$ cat config.mk
export PLATFORM = sky130hd
export DESIGN_NAME = touch_tap_swipe_classifier_unit
export DESIGN_NICKNAME = d
export VERILOG_FILES = /design/src/rtl/core/ttsc_pkg.sv /design/src/rtl/core/ttsc_track.sv /design/src/rtl/core/touch_tap_swipe_classifier_unit.sv
export SDC_FILE = /design/constraint.sdc
export NUM_CORES = 1
export LEC_CHECK = 0
export BUFFER_PORTS_ARGS = -buffer_cell sky130_fd_sc_hd__buf_4
export CAP_MARGIN = 5
export CORE_MARGIN = 2
export CORE_UTILIZATION = 40
export CTS_CLUSTER_DIAMETER = 200
export CTS_CLUSTER_SIZE = 12
export DETAILED_ROUTE_END_ITERATION = 7
export GPL_ROUTABILITY_DRIVEN = 0
export HOLD_SLACK_MARGIN = 0.15
export PLACE_DENSITY = 0.64
export SLEW_MARGIN = 20
export SYNTH_ARGS = -nofsm -noshare
export SYNTH_HDL_FRONTEND = slang
export SYNTH_SLANG_ARGS = --single-unit
export TNS_END_PERCENT = 1
$ cat constraint.sdc
create_clock -name clock -period 6.1 [get_ports clock]
set_input_delay 0 -clock clock [delete_from_list [all_inputs] [get_ports clock]]
set_output_delay 0 -clock clock [all_outputs]
set_load 0.01 [all_outputs]
$ cat src/rtl/core/ttsc_pkg.sv
// ----------------------------------------------------------------------------
// ttsc_pkg
// Shared types and constants of the touch tap and swipe classifier.
// ----------------------------------------------------------------------------
`default_nettype none

package ttsc_pkg;

   localparam int REQ_DATA_W = 56;
   localparam int RSP_DATA_W = 56;
   localparam int CSR_DATA_W = 12;
   localparam int OUT_COORD_W = 12;
   localparam int THRESH_W = 12;

   localparam logic [7:0] STATUS_NO_TOUCH = 8'hFF;
   localparam logic [7:0] COUNT_ONE = 8'd1;
   localparam logic [7:0] COUNT_TWO = 8'd2;

   localparam logic [THRESH_W-1:0] SWIPE_MIN_RESET = 12'd60;
   localparam logic [THRESH_W-1:0] TAP_MAX_RESET = 12'd25;

   localparam logic signed [1:0] SWIPE_NONE = 2'sd0;
   localparam logic signed [1:0] SWIPE_RIGHT = 2'sd1;
   localparam logic signed [1:0] SWIPE_LEFT = -2'sd1;

   typedef enum logic [1:0] {
      CSR_DEVICE_PRESENT = 2'd0,
      CSR_SWIPE_MIN = 2'd1,
      CSR_TAP_MAX = 2'd2
   } csr_index_type;

   typedef struct packed {
      logic device_present;
      logic [THRESH_W-1:0] swipe_min;
      logic [THRESH_W-1:0] tap_max;
   } cfg_type;

   typedef struct packed {
      logic swipe_ack;
      logic [7:0] y_low;
      logic [7:0] y_high;
      logic [7:0] x_low;
      logic [7:0] x_high;
      logic [7:0] point_count;
      logic [7:0] status_byte;
      logic read_ok;
   } sample_type;

   typedef struct packed {
      logic finger_down;
      logic signed [1:0] swipe_dir;
      logic [OUT_COORD_W-1:0] raw_y;
      logic [OUT_COORD_W-1:0] raw_x;
      logic [OUT_COORD_W-1:0] tap_y;
      logic [OUT_COORD_W-1:0] tap_x;
      logic tapped;
   } result_type;

endpackage

`default_nettype wire

$ cat src/rtl/core/ttsc_track.sv
// ----------------------------------------------------------------------------
// ttsc_track
// Press tracking state and release classification, one poll per transfer.
// ----------------------------------------------------------------------------
`default_nettype none

module ttsc_track
   import ttsc_pkg::*;
#(
   parameter int COORD_BITS = 12
) (
   input  wire logic       clock,
   input  wire logic       reset,
   input  wire logic       step,
   input  wire sample_type sample,
   input  wire cfg_type    cfg,
   output result_type      result
);

   localparam int CMP_W = (COORD_BITS > THRESH_W) ? COORD_BITS : THRESH_W;

   logic                   pressed_ff, pressed_in;
   logic [COORD_BITS-1:0]  start_x_ff, start_x_in, start_y_ff, start_y_in;
   logic [COORD_BITS-1:0]  last_x_ff, last_x_in, last_y_ff, last_y_in;
   logic [COORD_BITS-1:0]  raw_x_ff, raw_x_in, raw_y_ff, raw_y_in;
   logic [COORD_BITS-1:0]  tap_x_ff, tap_x_in, tap_y_ff, tap_y_in;
   logic signed [1:0]      latch_ff, latch_in;

   logic                   down;
   logic                   tapped;
   logic [COORD_BITS-1:0]  px, py, adx, ady;
   logic                   is_swipe, is_tap;

   always_comb begin
      down = cfg.device_present && sample.read_ok
             && (sample.status_byte != STATUS_NO_TOUCH)
             && ((sample.point_count == COUNT_ONE) || (sample.point_count == COUNT_TWO));
      px = COORD_BITS'({sample.x_high[3:0], sample.x_low});
      py = COORD_BITS'({sample.y_high[3:0], sample.y_low});
      adx = (last_x_ff >= start_x_ff) ? last_x_ff - start_x_ff : start_x_ff - last_x_ff;
      ady = (last_y_ff >= start_y_ff) ? last_y_ff - start_y_ff : start_y_ff - last_y_ff;
      is_swipe = (CMP_W'(adx) >= CMP_W'(cfg.swipe_min)) && (adx > ady);
      is_tap = (CMP_W'(adx) < CMP_W'(cfg.tap_max)) && (CMP_W'(ady) < CMP_W'(cfg.tap_max));

      pressed_in = pressed_ff;
      start_x_in = start_x_ff;
      start_y_in = start_y_ff;
      last_x_in = last_x_ff;
      last_y_in = last_y_ff;
      raw_x_in = raw_x_ff;
      raw_y_in = raw_y_ff;
      tap_x_in = tap_x_ff;
      tap_y_in = tap_y_ff;
      latch_in = sample.swipe_ack ? SWIPE_NONE : latch_ff;
      tapped = 1'b0;

      if (down) begin
         raw_x_in = px;
         raw_y_in = py;
         last_x_in = px;
         last_y_in = py;
         pressed_in = 1'b1;
         if (!pressed_ff) begin
            start_x_in = px;
            start_y_in = py;
         end
      end else if (pressed_ff) begin
         pressed_in = 1'b0;
         if (is_swipe) begin
            latch_in = (last_x_ff > start_x_ff) ? SWIPE_RIGHT : SWIPE_LEFT;
         end else if (is_tap) begin
            tapped = 1'b1;
            tap_x_in = last_x_ff;
            tap_y_in = last_y_ff;
         end
      end

      result.tapped = tapped;
      result.tap_x = OUT_COORD_W'(tap_x_in);
      result.tap_y = OUT_COORD_W'(tap_y_in);
      result.raw_x = OUT_COORD_W'(raw_x_in);
      result.raw_y = OUT_COORD_W'(raw_y_in);
      result.swipe_dir = latch_in;
      result.finger_down = pressed_in;
   end

   always_ff @(posedge clock) begin
      if (reset) begin
         pressed_ff <= 1'b0;
         start_x_ff <= '0;
         start_y_ff <= '0;
         last_x_ff <= '0;
         last_y_ff <= '0;
         raw_x_ff <= '0;
         raw_y_ff <= '0;
         tap_x_ff <= '0;
         tap_y_ff <= '0;
         latch_ff <= SWIPE_NONE;
      end else if (step) begin
         pressed_ff <= pressed_in;
         start_x_ff <= start_x_in;
         start_y_ff <= start_y_in;
         last_x_ff <= last_x_in;
         last_y_ff <= last_y_in;
         raw_x_ff <= raw_x_in;
         raw_y_ff <= raw_y_in;
         tap_x_ff <= tap_x_in;
         tap_y_ff <= tap_y_in;
         latch_ff <= latch_in;
      end
   end

endmodule

`default_nettype wire

$ cat src/rtl/core/touch_tap_swipe_classifier_unit.sv
// ----------------------------------------------------------------------------
// touch_tap_swipe_classifier_unit
// Classifies touch controller polls into presses, taps and swipes.
// ----------------------------------------------------------------------------
// Channel   Dir  Payload                                   Transfer
// req_      in   one controller poll (56-bit tdata)        tvalid && tready
// rsp_      out  one classification result (56-bit tdata)  tvalid && tready
// csr_      in   register write (index, 12-bit data)       csr_we
//
// One poll per cycle while req_tready is high; each result is registered in
// the output entries from the single pass through the tracking logic.
// A two-entry output (result register plus skid) keeps req_tready high while
// one result waits; req_tready drops only when both entries are full.
// Synchronous reset clears tracking state and loads the register defaults.
// ----------------------------------------------------------------------------
`default_nettype none

module touch_tap_swipe_classifier_unit
   import ttsc_pkg::*;
#(
   parameter int COORD_BITS = 12
) (
   input  wire logic                  clock,
   input  wire logic                  reset,
   input  wire logic                  req_tvalid,
   output logic                       req_tready,
   // read_ok, status_byte, point_count, x_high, x_low, y_high, y_low,
   // swipe_ack, zero pad
   input  wire logic [REQ_DATA_W-1:0] req_tdata,
   output logic                       rsp_tvalid,
   input  wire logic                  rsp_tready,
   // tapped, tap_x, tap_y, raw_x, raw_y, swipe_dir, finger_down, zero pad
   output logic [RSP_DATA_W-1:0]      rsp_tdata,
   input  wire logic                  csr_we,
   input  wire logic [1:0]            csr_index,
   input  wire logic [CSR_DATA_W-1:0] csr_wdata
);

   cfg_type    cfg_ff;
   sample_type sample;
   result_type result;
   result_type out_ff, skid_ff;
   logic       out_valid_ff, skid_valid_ff;
   logic       req_xfer, rsp_xfer;

   assign sample = req_tdata[$bits(sample_type)-1:0];
   assign req_tready = !skid_valid_ff;
   assign req_xfer = req_tvalid && req_tready;
   assign rsp_tvalid = out_valid_ff;
   assign rsp_xfer = out_valid_ff && rsp_tready;
   assign rsp_tdata = RSP_DATA_W'(out_ff);

   always_ff @(posedge clock) begin
      if (reset) begin
         cfg_ff.device_present <= 1'b0;
         cfg_ff.swipe_min <= SWIPE_MIN_RESET;
         cfg_ff.tap_max <= TAP_MAX_RESET;
      end else if (csr_we) begin
         unique case (csr_index)
            CSR_DEVICE_PRESENT: cfg_ff.device_present <= csr_wdata[0];
            CSR_SWIPE_MIN:      cfg_ff.swipe_min <= csr_wdata;
            CSR_TAP_MAX:        cfg_ff.tap_max <= csr_wdata;
            default: ;
         endcase
      end
   end

   ttsc_track #(
      .COORD_BITS(COORD_BITS)
   ) u_track (
      .clock  (clock),
      .reset  (reset),
      .step   (req_xfer),
      .sample (sample),
      .cfg    (cfg_ff),
      .result (result)
   );

   always_ff @(posedge clock) begin
      if (reset) begin
         out_valid_ff <= 1'b0;
         skid_valid_ff <= 1'b0;
      end else if (skid_valid_ff) begin
         if (rsp_xfer) begin
            out_ff <= skid_ff;
            skid_valid_ff <= 1'b0;
         end
      end else if (req_xfer) begin
         if (!out_valid_ff || rsp_xfer) begin
            out_ff <= result;
            out_valid_ff <= 1'b1;
         end else begin
            skid_ff <= result;
            skid_valid_ff <= 1'b1;
         end
      end else if (rsp_xfer) begin
         out_valid_ff <= 1'b0;
      end
   end

`ifndef SYNTH
   a_skid_needs_out: assert property (@(posedge clock) disable iff (reset)
      skid_valid_ff |-> (out_valid_ff && !req_tready))
      else $error("skid entry held without a pending result");

   a_accept_gives_result: assert property (@(posedge clock) disable iff (reset)
      (req_xfer && !out_valid_ff) |=> rsp_tvalid)
      else $error("accepted poll produced no result");

   a_tap_ends_press: assert property (@(posedge clock) disable iff (reset)
      (rsp_tvalid && out_ff.tapped) |-> !out_ff.finger_down)
      else $error("tap reported while finger still down");
`endif

endmodule

`default_nettype wire
---- After elaboration in Yosys (flattened, before gate mapping) ----
Index checks and enable logic that the tools add are counted.
word-level totals
  register bits after elaboration ......... 230
  bits in latches ......................... 0
  bits in writable memories ............... 0
  bits in read-only memories .............. 0
  bits of input ports ..................... 75
  output and inout bits ................... 58
  word-level logic and storage cells ...... 107
  memories ................................ 0
cells by class
  add/subtract/negate cells ............... 4
  multipliers ............................. 0
  divide/modulo/power cells ............... 0
  order comparisons ....................... 7
  equality and inequality tests ........... 7
  shifts and indexed selects .............. 0
  muxes and demuxes ....................... 33
  bitwise gates (word level) .............. 4
  reduce and logical (&&, ||, !) cells .... 23
operators with widths
  kind                  count
  $mux W52              4
  $mux W12              12
  $sub A12 B12 Y12      4
  $ge A12 B12 Y1        3
  $gt A12 B12 Y1        2
  $lt A12 B12 Y1        2
  $mux W1               12
  $mux W2               5
  $eq A8 B1 Y1 const B  1
  $eq A8 B2 Y1 const B  1
  $ne A8 B8 Y1 const B  1
  $reduce_and A2 Y1     4
  $reduce_and A4 Y1     2
  $logic_and A1 B1 Y1   7
  $reduce_and A3 Y1     2
  $reduce_bool A2 Y1    3
  $ne A2 B1 Y1 const B  2
  $not A1 Y1            4
  $eq A2 B1 Y1 const B  1
  $eq A2 B2 Y1 const B  1
  $logic_not A1 Y1      2
  $logic_not A2 Y1      1
  $logic_or A1 B1 Y1    2

---- Longest topological paths before layout ----
  word-level depth ........................ 11
  mapped depth ............................ 21
  depth with buffers taken out ............ 19

---- Hierarchy ----
Synthesis repeated with hierarchy kept, for this count alone.
second synthesis, totals
  cell total of the unflattened synthesis .. 1,192
  area, all modules ....................... 12,304.3 um^2
by module, submodules not included
  module                           instances  cells each  area an instance (um^2)  seq. area each (um^2)
  ttsc_track                       1          901         7,508.5                  1,981.9
  touch_tap_swipe_classifier_unit  1          291         4,795.8                  3,663.5

---- Worst setup path after synthesis ----
No wires, ideal clock.
  path kind ............................... register -> register
  from .................................... register skid_valid_ff
  to ...................................... register skid_ff[0] (netlist bit) (enable)
  library setup time ...................... 0.609 ns
  arrival time ............................ 6.042 ns
  required time ........................... 5.491 ns
  path slack .............................. -0.552 ns
  cell stages (with the launch flop) ...... 4
  path buffers ............................ 0
  clock period less this slack ............ 6.652 ns
  cell sequence ........................... dfxtp_1 > inv_2 > nand2_1 > nor4b_1
on the way
  cells in the longest elaborated chain, start to end .. 3
  elaborated cells between the ends (all ways) .. 4
  those cells by class .................... 1 x bitwise; 3 x reduce/logical
RTL lines
  element                          RTL line                               RTL
  from (decl)                      touch_tap_swipe_classifier_unit.sv:43  logic out_valid_ff, skid_valid_ff;
  from (signal assigned)           touch_tap_swipe_classifier_unit.sv:82  skid_valid_ff <= 1'b0;
  from (signal assigned)           touch_tap_swipe_classifier_unit.sv:86  skid_valid_ff <= 1'b0;
  from (signal assigned)           touch_tap_swipe_classifier_unit.sv:94  skid_valid_ff <= 1'b1;
  $logic_not A1 Y1                 touch_tap_swipe_classifier_unit.sv:47  assign req_tready = !skid_valid_ff;
  $logic_and A1 B1 Y1              touch_tap_swipe_classifier_unit.sv:48  assign req_xfer = req_tvalid && req_tready;
  $reduce_and A4 Y1 (no line) (*)  -
  to (signal assigned)             touch_tap_swipe_classifier_unit.sv:93  skid_ff <= result;
  to (decl)                        touch_tap_swipe_classifier_unit.sv:42  result_type out_ff, skid_ff;
Every way passes the cells marked *; elsewhere a longest branch is shown, timed or not.
A chain may end at the register's enable or synchronous reset.

==> results.sh <==
export IMPL_post_route_util_pct=48.90
export IMPL_nNetsFinal=1503
export IMPL_cp_max_fo=14
export IMPL_min_from="csr_wdata[4]"
export IMPL_rrSetupSlack_ns=0.57
export IMPL_stdcell_count=1738
export IMPL_grt_pass1_wl_microns=45590
export IMPL_r2r_cells=21
export IMPL_worstMarginPinSlew_ns=0.8934
export IMPL_synth_edff_count=104
export IMPL_first_global_vias=8833
export IMPL_ir_worst_vdd_mv=0.1657
export IMPL_start_util_pct=40.80
export IMPL_synthArstFlopShare_pct=0
export IMPL_cellPowerDensity_nw_per_um2=213.0
export IMPL_ys_warn_count=0
export IMPL_dr_pass1_iters=5
export IMPL_final_hold_viol_count=0
export IMPL_grt_overflow_total=0
export IMPL_die_h_microns=178.3
export IMPL_critPathMaxStageDelay_ns=0.38
export IMPL_drt_wl_total_microns=28530
export IMPL_die_area_sq_um=31800
export IMPL_max_slew_margin_rel_pct=40.29
export IMPL_syn2layout_area_growth_pct=19.86
export IMPL_synth_area_top_cells="edfxtp_1 26%, dfxtp_1 21%, ha_1 9.5%"
export IMPL_cts_tree="done"
export IMPL_r2r_end="rsp_tdata[12]"
export IMPL_nFillCells=2753
export IMPL_crit_chain="inv_1 > ha_1 > inv_1 > fa_1 > a21o_1 > a221oi_2 > o211ai_1 > a211oi_2 > o21bai_1 > buf_4 > mux2i_1 > xnor2_1 > ha_1 > or3_1 > o21ai_0 > o32a_1 > nand4_4 > a21oi_4 > buf_4 > mux2_2 > mux2_2"
export IMPL_path_class="reg2reg"
export IMPL_clkSinkCount=230
export IMPL_wire_per_inst_microns=16.42
export IMPL_dp_hpwl_microns=20140
export IMPL_routed_via_density=5.132
export IMPL_avgSynthCellArea_sq_um=10.35
export IMPL_dpl_worst_slack_ns=0.5941
export IMPL_die_x_microns=178.3
export IMPL_whs_endpoint="cfg_ff[4]"
export IMPL_crit_arrival_ns=5.79
export IMPL_h_tree_depth=1
export IMPL_syn_cell_area_sq_um=12160
export IMPL_cp_slowest_cell="fa_1"
export IMPL_final_layout_size_suffix_gt1_share_pct=20.64
export IMPL_synth_top_cell_by_area="edfxtp_1"
export IMPL_cts_path_max_buffers=3
export IMPL_cp_end_kind="flip-flop"
export IMPL_drtIter0Drc=528
export IMPL_min_path_type="in2reg"
export IMPL_required_ns=6.36
export IMPL_cap_viol_max_count=0
export IMPL_synth_top_area_share_pct=25.69
export IMPL_antenna_found_initial=1
export IMPL_ys_types=70
export IMPL_finClkSkew_ns=0.01495
export IMPL_path_clk_slew_ns=0.06
export IMPL_rows=63
export IMPL_r2r_start="u_track.last_y_ff[0]"
export IMPL_synth_main_ff_cell="dfxtp_1"
export IMPL_drc=0
export IMPL_tns_ns=0
export IMPL_whs_ns=0.2846
export IMPL_yosys_top_cells_count="196 x nand2_1, 138 x a21oi_1, 126 x dfxtp_1"
export IMPL_yosys_cell_count_top_type="nand2_1"
export IMPL_clk_latency_ns=0.51
export IMPL_core_area_sq_um=29800
export IMPL_leakage_nw=5.849
export IMPL_portBuffers=114
export IMPL_grt_max_degree=82
export IMPL_io_pins=133
export IMPL_setup_slack_ns=0.5682
export IMPL_yosysSeqAreaShare_pct=46.44
export IMPL_cts_root_buf="clkbuf_16"
export IMPL_synth_seq_cells=230
export IMPL_drv_slew=0
export IMPL_grt_setup_unrepaired="false"
export IMPL_fin_crit_sh_pct=90.68
export IMPL_startpoint_type="flip-flop"
export IMPL_cts_buffers=23
export IMPL_setup_viol=0
export IMPL_clock_fmax_mhz=180.8
export IMPL_syn_inst=1174
export IMPL_placed_cells_incl_taps=1641
export IMPL_status="completed"
export IMPL_vias=8920
export IMPL_grt_use_total_pct=17.93
export IMPL_drtAntennaViolNets=0
export IMPL_cts_setup_buffers=0
export IMPL_min_period_ns=5.532
export IMPL_whs_path_depth=3
-- routing by layer --
layer  track usage [%]  routed length (microns)  vias up
li1                  -                        -     4394
met1             22.30                    12290     4315
met2             32.08                    14460      161
met3             2.344                      958       50
met4             5.691                      830        0
met5                 0                        0        -
-- power breakdown --
part / switching [mW] / internal (mW)
clock: 0.569 / 0.706
combinational: 0.0986 / 0.0908
sequential: 0.0101 / 1.63
-- cells in the final DEF (no fill, tap or decap), types with 10 or more instances in the layout --
cell type and instances:
mux2_4 20, mux2i_1 45, clkbuf_16 23, edfxtp_1 104, nand2_1 196, dlygate4sd3_1 56, dfxtp_1 126, xnor2_1 17
mux2_2 83, nand4_1 10, inv_1 86, ha_1 92, xor2_1 12, a21oi_1 138, o21ai_0 30, clkbuf_1 16
buf_4 132, nor2_1 43, a21o_1 20
-- critical path: cells and delay by family, from the launching register on --
kind / cells / cell delay (ns)
buf+inv: 4 / 0.69
simple gates: 2 / 0.51
compound gates: 8 / 1.76
xor+xnor: 1 / 0.20
mux: 3 / 0.95
fa+ha+maj: 3 / 0.81
flops: 1 / 0.35
-- stage by stage --
step / total power [mW] / area (sq um)
6_report: 3.103 / 14570
5_1_grt: 3.212 / 14570
4_1_cts: 3.136 / 14570
3_5_place_dp: 1.835 / 13360
3_3_place_gp: 1.833 / 13360
2_1_floorplan: 1.752 / 12170
-- registers in the layout (all words and copies together), names as in the netlist --
name	count
u_track.start_x_ff	12
u_track.latch_ff	2
u_track.pressed_ff	1
u_track.last_x_ff	12
skid_ff	52
rsp_tvalid	1
u_track.tap_y_ff	12
cfg_ff	25
u_track.start_y_ff	12
u_track.raw_x_ff	12
u_track.raw_y_ff	12
u_track.tap_x_ff	12
u_track.last_y_ff	12
rsp_tdata	52
skid_valid_ff	1
-- area by class of cell --
cell class / instances / area (sq um) / share of cell area [%]
Inverter: 87 / 326.6 / 2.241
Clock buffer: 39 / 635.6 / 4.363
Timing Repair Buffer: 188 / 1551 / 10.65
Tap cell: 390 / 488.0 / 3.349
Clock inverter: 1 / 11.26 / 0.07729
Multi-Input combinational cell: 802 / 5908 / 40.55
Antenna cell: 1 / 2.502 / 0.01718
Sequential cell: 230 / 5645 / 38.75
-- worst max path at each step --
stage	startpoint	to	slack [ns]	cells after the start
floorplan	skid_valid_ff	rsp_tdata[0]	1.11	3
global placement	u_track.last_y_ff[0]	rsp_tdata[12]	0.63	21
detailed placement	u_track.last_y_ff[0]	rsp_tdata[12]	0.59	21
CTS	u_track.last_y_ff[0]	rsp_tdata[12]	0.57	21
global route	u_track.last_y_ff[0]	rsp_tdata[12]	0.24	21
finish	u_track.last_y_ff[0]	rsp_tdata[12]	0.57	21
-- logic make-up (layout without fill, tap and decap cells) --
group,after synthesis,after routing,share of synthesized area [%]
buf+inv,145,315,5.291
flops,230,230,46.44
simple gates,289,289,10.17
fa+ha+maj,96,96,10.13
mux,148,148,13.87
xor+xnor,29,29,2.090
compound gates,236,236,11.98
other cells,1,5,0.03085
-- what timing repair did --
action,in CTS,in global routing
setup endpoints to repair,0,0
endpoints found under the hold margin,181,0
hold buffers,56,0
gates resized for setup,0,0
No activity file was read; power rests on OpenSTA's default activity.
